File: src/lfbg_pkg.sv
`timescale 1ns / 1ps
// ---------------------------------------------------------------------------
// lfbg_pkg: shared types and constants
// Command codes, controller states and the controller/datapath link.
// ---------------------------------------------------------------------------
package lfbg_pkg;

    typedef enum logic [2:0] {
        CMD_TICK  = 3'd0,
        CMD_SET   = 3'd1,
        CMD_BLINK = 3'd2,
        CMD_STOP  = 3'd3,
        CMD_READ  = 3'd4,
        CMD_LOAD  = 3'd5
    } cmd_t;

    typedef enum logic [3:0] {
        ST_IDLE,
        ST_DECODE,
        ST_DIV,
        ST_APPLY,
        ST_TSTEP,
        ST_DUTY_RD0,
        ST_DUTY_RD1,
        ST_DUTY_MUL,
        ST_DUTY_SCL,
        ST_DUTY_EMIT,
        ST_TEND
    } state_t;

    localparam logic [15:0] LEVEL_MAX = 16'hFF00;

    // controller to datapath
    typedef struct packed {
        logic load_item;   // capture the input item
        logic decode;      // compute the divider operands for the item
        logic div_start;   // divider launch; not driven, the datapath starts the divider itself
        logic apply;       // write the command's effect into channel state
        logic tick_step;   // step the current channel on a tick
        logic ch_clear;    // restart the tick channel walk
        logic ch_next;     // advance to the next channel
        logic rd_lo;       // read the lower gamma entry
        logic rd_hi;       // read the upper gamma entry
        logic mul;         // interpolation multiply
        logic scale;       // 16-bit to duty scaling
        logic emit_duty;   // present a duty result
        logic emit_plain;  // present a single non-duty result
        logic emit_tend;   // present the no-change tick result
        logic last;        // mark the result as final
    } dp_ctrl_t;

    // datapath to controller
    typedef struct packed {
        logic       is_tick;
        logic       need_div;
        logic       set_duty;   // immediate set, result carries a duty
        logic       div_done;
        logic       ch_changed; // current channel produced a new level
        logic       ch_is_last;
        logic       any_emitted;
        logic       more_changes; // a later channel will change on this tick
    } dp_stat_t;

endpackage

File: src/lfbg_ctrl.sv
`timescale 1ns / 1ps
// ---------------------------------------------------------------------------
// lfbg_ctrl: command sequencer
// Decode, then as needed division, state update, tick walk and duty lookup.
// ---------------------------------------------------------------------------
module lfbg_ctrl (
    input  logic              clk,
    input  logic              rst_n,
    input  logic              start,
    output logic              busy,
    input  lfbg_pkg::dp_stat_t stat,
    output lfbg_pkg::dp_ctrl_t ctrl
);
    import lfbg_pkg::*;

    state_t state_reg, state_next;
    logic   tick_mode_reg, tick_mode_next;

    // state register
    always_ff @(posedge clk or negedge rst_n)
    begin
        if (!rst_n)
        begin
            state_reg     <= ST_IDLE;
            tick_mode_reg <= 1'b0;
        end
        else
        begin
            state_reg     <= state_next;
            tick_mode_reg <= tick_mode_next;
        end
    end

    // next state and commands
    always_comb
    begin
        state_next     = state_reg;
        tick_mode_next = tick_mode_reg;
        ctrl           = '0;
        busy           = 1'b1;
        unique case (state_reg)
            ST_IDLE:
            begin
                busy = 1'b0;
                if (start)
                begin
                    ctrl.load_item = 1'b1;
                    state_next     = ST_DECODE;
                end
            end
            ST_DECODE:
            begin
                ctrl.decode = 1'b1;
                if (stat.is_tick)
                begin
                    ctrl.ch_clear  = 1'b1;
                    tick_mode_next = 1'b1;
                    state_next     = ST_TSTEP;
                end
                else
                begin
                    tick_mode_next = 1'b0;
                    state_next     = stat.need_div ? ST_DIV : ST_APPLY;
                end
            end
            ST_DIV:
            begin
                if (stat.div_done)
                begin
                    state_next = ST_APPLY;
                end
            end
            ST_APPLY:
            begin
                ctrl.apply = 1'b1;
                if (stat.set_duty)
                begin
                    state_next = ST_DUTY_RD0;
                end
                else
                begin
                    ctrl.emit_plain = 1'b1;
                    ctrl.last       = 1'b1;
                    state_next      = ST_IDLE;
                end
            end
            ST_TSTEP:
            begin
                ctrl.tick_step = 1'b1;
                if (stat.ch_changed)
                begin
                    state_next = ST_DUTY_RD0;
                end
                else if (stat.ch_is_last)
                begin
                    state_next = ST_TEND;
                end
                else
                begin
                    ctrl.ch_next = 1'b1;
                end
            end
            ST_DUTY_RD0:
            begin
                ctrl.rd_lo = 1'b1;
                state_next = ST_DUTY_RD1;
            end
            ST_DUTY_RD1:
            begin
                ctrl.rd_hi = 1'b1;
                state_next = ST_DUTY_MUL;
            end
            ST_DUTY_MUL:
            begin
                ctrl.mul   = 1'b1;
                state_next = ST_DUTY_SCL;
            end
            ST_DUTY_SCL:
            begin
                ctrl.scale = 1'b1;
                state_next = ST_DUTY_EMIT;
            end
            ST_DUTY_EMIT:
            begin
                ctrl.emit_duty = 1'b1;
                if (!tick_mode_reg)
                begin
                    ctrl.last  = 1'b1;
                    state_next = ST_IDLE;
                end
                else if (stat.ch_is_last)
                begin
                    ctrl.last  = 1'b1;
                    state_next = ST_IDLE;
                end
                else if (!stat.more_changes)
                begin
                    ctrl.last = 1'b1;
                    ctrl.ch_next = 1'b1;
                    state_next = ST_TEND;
                end
                else
                begin
                    ctrl.ch_next = 1'b1;
                    state_next   = ST_TSTEP;
                end
            end
            ST_TEND:
            begin
                // walk the remaining channels so their state still steps
                if (stat.any_emitted)
                begin
                    ctrl.tick_step = 1'b1;
                    if (stat.ch_is_last)
                    begin
                        state_next = ST_IDLE;
                    end
                    else
                    begin
                        ctrl.ch_next = 1'b1;
                    end
                end
                else
                begin
                    ctrl.emit_tend = 1'b1;
                    ctrl.last      = 1'b1;
                    state_next     = ST_IDLE;
                end
            end
            default:
            begin
                state_next = ST_IDLE;
            end
        endcase
    end
endmodule

File: config.mk
export PLATFORM = sky130hd
export DESIGN_NAME = lfbg_ctrl
export DESIGN_NICKNAME = d
export VERILOG_FILES = /design/src/lfbg_pkg.sv /design/src/lfbg_ctrl.sv
export SDC_FILE = /design/constraint.sdc
export NUM_CORES = 1
export LEC_CHECK = 0
export BUFFER_PORTS_ARGS = -buffer_cell sky130_fd_sc_hd__buf_2
export CAP_MARGIN = 20
export CELL_PAD_IN_SITES_DETAIL_PLACEMENT = 1
export CELL_PAD_IN_SITES_GLOBAL_PLACEMENT = 1
export CORE_UTILIZATION = 29
export CTS_CLUSTER_SIZE = 20
export DETAILED_ROUTE_END_ITERATION = 8
export HOLD_SLACK_MARGIN = 0.15
export PLACE_DENSITY_LB_ADDON = 0.1
export SETUP_SLACK_MARGIN = 0.02
export SKIP_LAST_GASP = 1
export SYNTH_ARGS = -nofsm -noshare
export SYNTH_HDL_FRONTEND = slang
export SYNTH_SLANG_ARGS = --single-unit
File: constraint.sdc
create_clock -name clk -period 1.9 [get_ports clk]
set_input_delay 0.38 -clock clk [delete_from_list [all_inputs] [get_ports clk]]
set_output_delay 0.38 -clock clk [all_outputs]
set_load 0.1 [all_outputs]
==> results of run 1 <==
[cells in the final DEF, fill, tap and decap left out, drive strengths merged]
cell	instances
a22oi	1
nand3b	1
nand4b	1
o21a	1
nand2b	4
nand2	6
or4b	1
clkbuf	4
nor3	5
dlygate4sd3	1
o2bb2ai	1
inv	3
o21bai	1
o2111a	1
a221oi	1
nand3	2
dfrtp	5
mux2i	1
nor2b	1
nor4	3
mux2	1
o22ai	1
o32ai	1
a211o	2
nor3b	2
a41oi	1
and3	1
a2bb2o	1
conb	1
a21oi	5
o21ai	4
nor2	11
buf	47
[timing repair]
item | CTS | global route
hold buffers | 1 | 0
setup endpoints to repair | 8 | 14
resized for setup | 7 | 10
endpoints found under the hold margin | 5 | 0
pin swaps | 7 | 4
gates cloned | 0 | 0
setup buffers | 0 | 8
[layer usage]
metal | track usage | up-vias | share of wire
li1 | - | 372 | -
met1 | 0.288 | 444 | 0.40
met2 | 0.449 | 53 | 0.52
met3 | 0.0280 | 10 | 0.050
met4 | 0.121 | 0 | 0.033
met5 | 0 | - | 0
[worst paths after layout]
kind	end	start	cells after the start	slack, ns
worst max-delay path	ctrl[8]	state_reg[1]	5	-0.21
worst min-delay path	tick_mode_reg	stat[7]	2	0.42
worst max register to register	state_reg[3]	state_reg[1]	4	0.21
worst min register to register	tick_mode_reg	tick_mode_reg	1	0.68
max in group asynchronous	state_reg[0]	rst_n	2	1.28
min in group asynchronous	state_reg[2]	rst_n	2	0.47
[final cells by class]
type | instances | area share
Timing Repair Buffer | 48 | 0.427
Tap cell | 25 | 0.0247
Sequential cell | 5 | 0.101
Clock buffer | 4 | 0.0208
Multi-Input combinational cell | 62 | 0.417
Inverter | 3 | 0.00890
[synthesized netlist by cell type (2+ instances only)]
cell	count	area, µm²
sky130_fd_sc_hd__a211o_1	2	17.5
sky130_fd_sc_hd__o21ai_0	4	20.0
sky130_fd_sc_hd__nor4_1	3	18.8
sky130_fd_sc_hd__nor3b_1	2	15.0
sky130_fd_sc_hd__clkbuf_1	3	11.3
sky130_fd_sc_hd__nor2_1	11	41.3
sky130_fd_sc_hd__nand2_1	6	22.5
sky130_fd_sc_hd__nor3_1	5	25.0
sky130_fd_sc_hd__nand2b_1	4	25.0
sky130_fd_sc_hd__dfrtp_1	5	125
sky130_fd_sc_hd__inv_1	3	11.3
sky130_fd_sc_hd__a21oi_1	5	25.0
[worst max-delay path, delay by kind of cell, from the launching register on]
kind                   cells  cell delay (ns)
buffers and inverters      1             0.18
flip-flops                 1             0.43
AND/OR/NAND/NOR            2             0.66
AO/OA/AOI/OAI              2             0.20
[logic make-up (layout without fill, tap and decap cells)]
kind of cell,after synthesis,count (layout),synth area share
AND/OR/NAND/NOR,38,38,0.373
AO/OA/AOI/OAI,21,21,0.285
buffers and inverters,8,55,0.0648
flip-flops,5,5,0.231
multiplexers,2,2,0.0394
other,1,1,0.00694
[report_power, final]
| part | internal (mW) | total (mW) | switching (mW) | leakage, nW |
|---|---|---|---|---|
| Combinational | 0.837 | 2.14 | 1.31 | 0.466 |
| Clock | 0.0806 | 0.142 | 0.0613 | 0.0150 |
| Sequential | 0.159 | 0.251 | 0.0918 | 0.0601 |
[metrics by stage]
step,instance area [µm²],instances,setup slack [ns]
detailed placement,1100,134,0.0213
CTS,1160,139,-0.146
global placement,1100,134,0.0219
global route,1260,147,-0.258
finish,1260,147,-0.209
floorplan,659,75,-0.610
==> impl_summary.log, run 1 <==
INFO  metric status = complete, but fails checks
INFO  metric violations = setup timing
INFO  metric leakagePower = 0.541 nW
INFO  metric die_area = 2040 µm²
INFO  metric power.density = 2010 nW/µm²
INFO  metric final_max_slew_viol_count = 0
INFO  metric floorplan.core_area = 1750 µm²
INFO  metric timing.fmax = 474 MHz
INFO  metric initial_antenna_violation_count = 0
INFO  metric detail_route.wirelength = 3.32 mm
INFO  metric first_pass_grt_wire_length = 3.58 mm
INFO  metric p_total = 2.54 mW
INFO  metric synth.yosys.warnings = 0
INFO  metric gpl.final_weighted_congestion = 0.850
INFO  metric cts_tree = built
INFO  metric dr_total_vias = 879
INFO  metric cts.root.buffer_cell = sky130_fd_sc_hd__clkbuf_4
INFO  metric synthesis.area_per_instance = 7.21 µm²
INFO  metric number_of_flip_flops_under_the_largest_register_name = 4
INFO  metric register_area = 128 µm²
INFO  metric drt_first_iter_violations = 34
INFO  metric fp-row-count = 15
INFO  metric clock_latency = 0.27 ns
INFO  metric setup_failing_eps_final = 9
INFO  metric fin_crit_sh = 1.11
INFO  metric yosysUniqueCellTypes = 34
INFO  metric numCtsBuffers = 3
INFO  metric layout.core_utilization = 0.725
INFO  metric die-width = 45.2 µm
INFO  metric cpPeakStageDelay = 0.53 ns
INFO  metric ys_seq_elements = 5
INFO  metric cp_data_arrival_time = 1.73 ns
INFO  metric worst-path-max-fanout = 4
INFO  metric die_h = 45.2 µm
INFO  metric grt_setup_unrepaired = true
INFO  metric globalRouteOverflowTotal = 0
INFO  metric route.detailed.wl_per_inst = 22.6 µm
INFO  metric worst_slack_setup_final = -0.209 ns
INFO  metric finalHoldWorstSlack = 0.424 ns
INFO  metric number_of_failing_hold_endpoints_at_the_final_stage = 0
INFO  metric min-delay-path-class = input port to register
INFO  metric share_of_the_yosys_chip_area_belonging_to_registers = 0.231
INFO  metric worst-endpoint-required = 1.52 ns
INFO  metric synth_edf_count = 0
INFO  metric number_of_global_route_vias_before_repair = 772
INFO  metric async_flop_share = 1.00
INFO  metric worstPathCellList = or4b_4, a21oi_4, a21oi_2, nor2_4, buf_12
INFO  metric post-route-min-period = 2.11 ns
INFO  metric clock_tree.htree_level_count = 1
INFO  metric finalNetCount = 134
INFO  metric drc_errors = 0
INFO  metric synth_cells = 75
INFO  metric grt_max_degree = 15
INFO  metric synthesis.area = 541 µm²
INFO  metric tns = -0.745 ns
INFO  metric io_buffer_count = 25
INFO  metric grt_use_total = 0.249
INFO  metric timing.setup.critical_path_class = register to output pin
INFO  metric sum_of_net_half_perimeters_after_detailed_placement = 1.63 mm
INFO  metric final_antenna_net_count = 0
INFO  metric cts.clk_slew.worst_paths = 0.05 ns
INFO  metric vdd_ir_drop_max = 1450 µV
INFO  metric critPathCaptureType = output pin
INFO  metric syn_nets = 86
INFO  metric maxCapViolations = 0
INFO  metric syn_to_final_growth = 134%
INFO  metric antennaDiodeCount = 0
INFO  metric critPathSlowestCell = sky130_fd_sc_hd__or4b_4
INFO  metric area_of_combinational_cells_with_multiple_inputs = 528 µm²
INFO  metric final.fill_count = 185
INFO  metric routed_via_density = 5.98
INFO  metric timing.clock.skew = 0.00549 ns
INFO  metric timing.critical_path.from_type = register
INFO  metric cts.path.max_buffers = 2
INFO  metric drt_first_pass_iters = 4
INFO  metric clock-sinks = 5
INFO  metric synth_flop_cell = sky130_fd_sc_hd__dfrtp_1
INFO  metric drive_gt1_frac = 0.631
INFO  metric start_util = 0.310
INFO  metric io_pins = 27
No activity file was read; power rests on OpenSTA's default activity.
==> run 2, diff against run 1 <==
--- a/config.mk
+++ b/config.mk
@@ -12,7 +12,9 @@
 export CORE_UTILIZATION = 29
 export CTS_CLUSTER_SIZE = 20
 export DETAILED_ROUTE_END_ITERATION = 8
+export GPL_TIMING_DRIVEN = 0
 export HOLD_SLACK_MARGIN = 0.15
+export MAX_ROUTING_LAYER = met4
 export PLACE_DENSITY_LB_ADDON = 0.1
 export SETUP_SLACK_MARGIN = 0.02
 export SKIP_LAST_GASP = 1
==> impl_summary.log, run 2 (synthesized netlist as in run 1, its figures left out) <==
INFO  metric violations = setup timing
INFO  metric number_of_global_route_vias_before_repair = 700
INFO  metric timing.fmax = 475 MHz
INFO  metric cpPeakStageDelay = 0.54 ns
INFO  metric routed_via_density = 5.90
INFO  metric p_total = 2.28 mW
INFO  metric design_area = 1140 µm²
INFO  metric setup_failing_eps_final = 5
INFO  metric critical-path-top-cell-by-count = sky130_fd_sc_hd__a21oi_2
INFO  metric io_buffer_count = 25
INFO  metric drc_errors = 0
INFO  metric die-width = 45.2 µm
INFO  metric power_switching = 1.36 mW
INFO  metric antennaDiodeCount = 0
INFO  metric timing.setup.critical_path_class = register to output pin
INFO  metric min-delay-path-class = input port to register
INFO  metric floorplan.core_area = 1750 µm²
INFO  metric leakagePower = 0.499 nW
INFO  metric post-route-min-period = 2.11 ns
INFO  metric postPlaceCellArea = 816 µm²
INFO  metric first_pass_grt_wire_length = 3.28 mm
INFO  metric switching_share = 0.594
INFO  metric share_of_power_burned_in_combinational_logic = 0.838
INFO  metric syn_to_final_growth = 110%
INFO  metric die_h = 45.2 µm
INFO  metric maxCapViolations = 0
INFO  metric numCtsBuffers = 3
INFO  metric globalRouteOverflowTotal = 0
INFO  metric gpl.final_weighted_congestion = 0.752
INFO  metric grt_use_total = 0.227
INFO  metric sum_of_net_half_perimeters_after_detailed_placement = 1.49 mm
INFO  metric cts.clk_slew.worst_paths = 0.05 ns
INFO  metric die_area = 2040 µm²
INFO  metric number_of_flip_flops_under_the_largest_register_name = 4
INFO  metric clock-sinks = 5
INFO  metric fp-row-count = 15
INFO  metric initial_antenna_violation_count = 0
INFO  metric layout.cells.most_common = sky130_fd_sc_hd__buf_4
INFO  metric worstPathCellList = or4b_4, a21oi_2, a21oi_2, nor2_4, buf_12
INFO  metric final_antenna_net_count = 0
INFO  metric vdd_ir_drop_max = 1160 µV
INFO  metric critPathCaptureType = output pin
INFO  metric layout.core_utilization = 0.652
INFO  metric p_int = 0.927 mW
INFO  metric worst_slack_setup_final = -0.206 ns
INFO  metric clock_tree.htree_level_count = 1
INFO  metric detail_route.wirelength = 2.76 mm
INFO  metric number_of_failing_hold_endpoints_at_the_final_stage = 0
INFO  metric pwr-share-seq = 0.105
INFO  metric worst-path-max-fanout = 4
INFO  metric power.density = 2010 nW/µm²
INFO  metric cts_tree = built
INFO  metric drt_first_pass_iters = 5
INFO  metric start_util = 0.310
INFO  metric final.fill_count = 209
INFO  metric finalNetCount = 132
INFO  metric timing.clock.skew = 0.00641 ns
INFO  metric drive_gt1_frac = 0.633
INFO  metric drt_first_iter_violations = 20
INFO  metric timing.critical_path.from_type = register
INFO  metric cts.root.buffer_cell = sky130_fd_sc_hd__clkbuf_4
INFO  metric fin_crit_sh = 1.11
INFO  metric grt_setup_unrepaired = true
INFO  metric cts.path.max_buffers = 2
INFO  metric grt_max_degree = 11
INFO  metric route.detailed.wl_per_inst = 19.0 µm
INFO  metric clock_latency = 0.25 ns
INFO  metric dr_total_vias = 855
INFO  metric cp_data_arrival_time = 1.73 ns
INFO  metric clock_power_share = 0.057
INFO  metric final_max_slew_viol_count = 0
INFO  metric status = complete, but fails checks
INFO  metric final_cell_mix = 20 x sky130_fd_sc_hd__buf_4, 10 x sky130_fd_sc_hd__buf_2, 8 x sky130_fd_sc_hd__buf_6
INFO  metric io_pins = 27
INFO  metric critPathSlowestCell = sky130_fd_sc_hd__or4b_4
INFO  metric tns = -0.428 ns
INFO  metric worst-endpoint-required = 1.52 ns
## run 2: worst max-delay path, delay by kind of cell, from the launching register on
family / cells / cell delay, ns
AO/OA/AOI/OAI: 2 / 0.22
buffers and inverters: 1 / 0.18
flip-flops: 1 / 0.43
AND/OR/NAND/NOR: 2 / 0.65
## run 2: path summary, 6_finish.rpt
check	startpoint	to	slack [ns]	depth (start not counted)
setup / recovery	state_reg[1]	ctrl[8]	-0.21	5
hold / removal	stat[7]	tick_mode_reg	0.41	2
setup reg to reg	state_reg[2]	state_reg[3]	0.21	6
hold reg to reg	tick_mode_reg	tick_mode_reg	0.69	1
max in group asynchronous	rst_n	state_reg[2]	1.27	2
min in group asynchronous	rst_n	tick_mode_reg	0.47	2
## run 2: power groups by stage
stage	clock network (mW)	logic, mW	registers [mW]
after global routing	0.134	1.98	0.244
after detailed placement	0	1.40	0.231
final	0.130	1.91	0.240
after CTS	0.124	1.61	0.229
after global placement	0	1.39	0.229
after floorplan	0	1.18	0.206
## run 2: per-layer routing
metal	track usage	part of all wire	vias to the layer above
met3	0.0240	0.050	18
met1	0.280	0.42	415
met5	-	0	-
met4	0.0667	0.045	0
li1	-	-	369
met2	0.388	0.49	53
## run 2: cell type report
class                   instances  area, µm²  share of cell area
well taps                      25       31.3              0.0275
flip-flops and latches          5        129               0.113
multi-input cells              62        522               0.459
plain buffers                   5       56.3              0.0495
repair buffers                 41        362               0.318
clock buffers                   4       26.3              0.0231
inverters                       3       11.3             0.00990
## run 2: timing repair
action	in CTS	in global routing
gates resized for setup	38	18
pin swaps	6	5
hold buffers	1	0
buffers inserted	4	11
setup endpoints to repair	15	12
hold endpoints to repair	5	0
cloned	0	0
## run 2: metrics by stage
step	setup slack [ns]	hold WS, ns	std cells
2_1_floorplan	-0.610	0.0844	75
3_3_place_gp	-0.240	0.193	125
3_5_place_dp	-0.233	0.199	125
4_1_cts	-0.175	0.419	134
5_1_grt	-0.258	0.428	145
6_report	-0.206	0.411	145
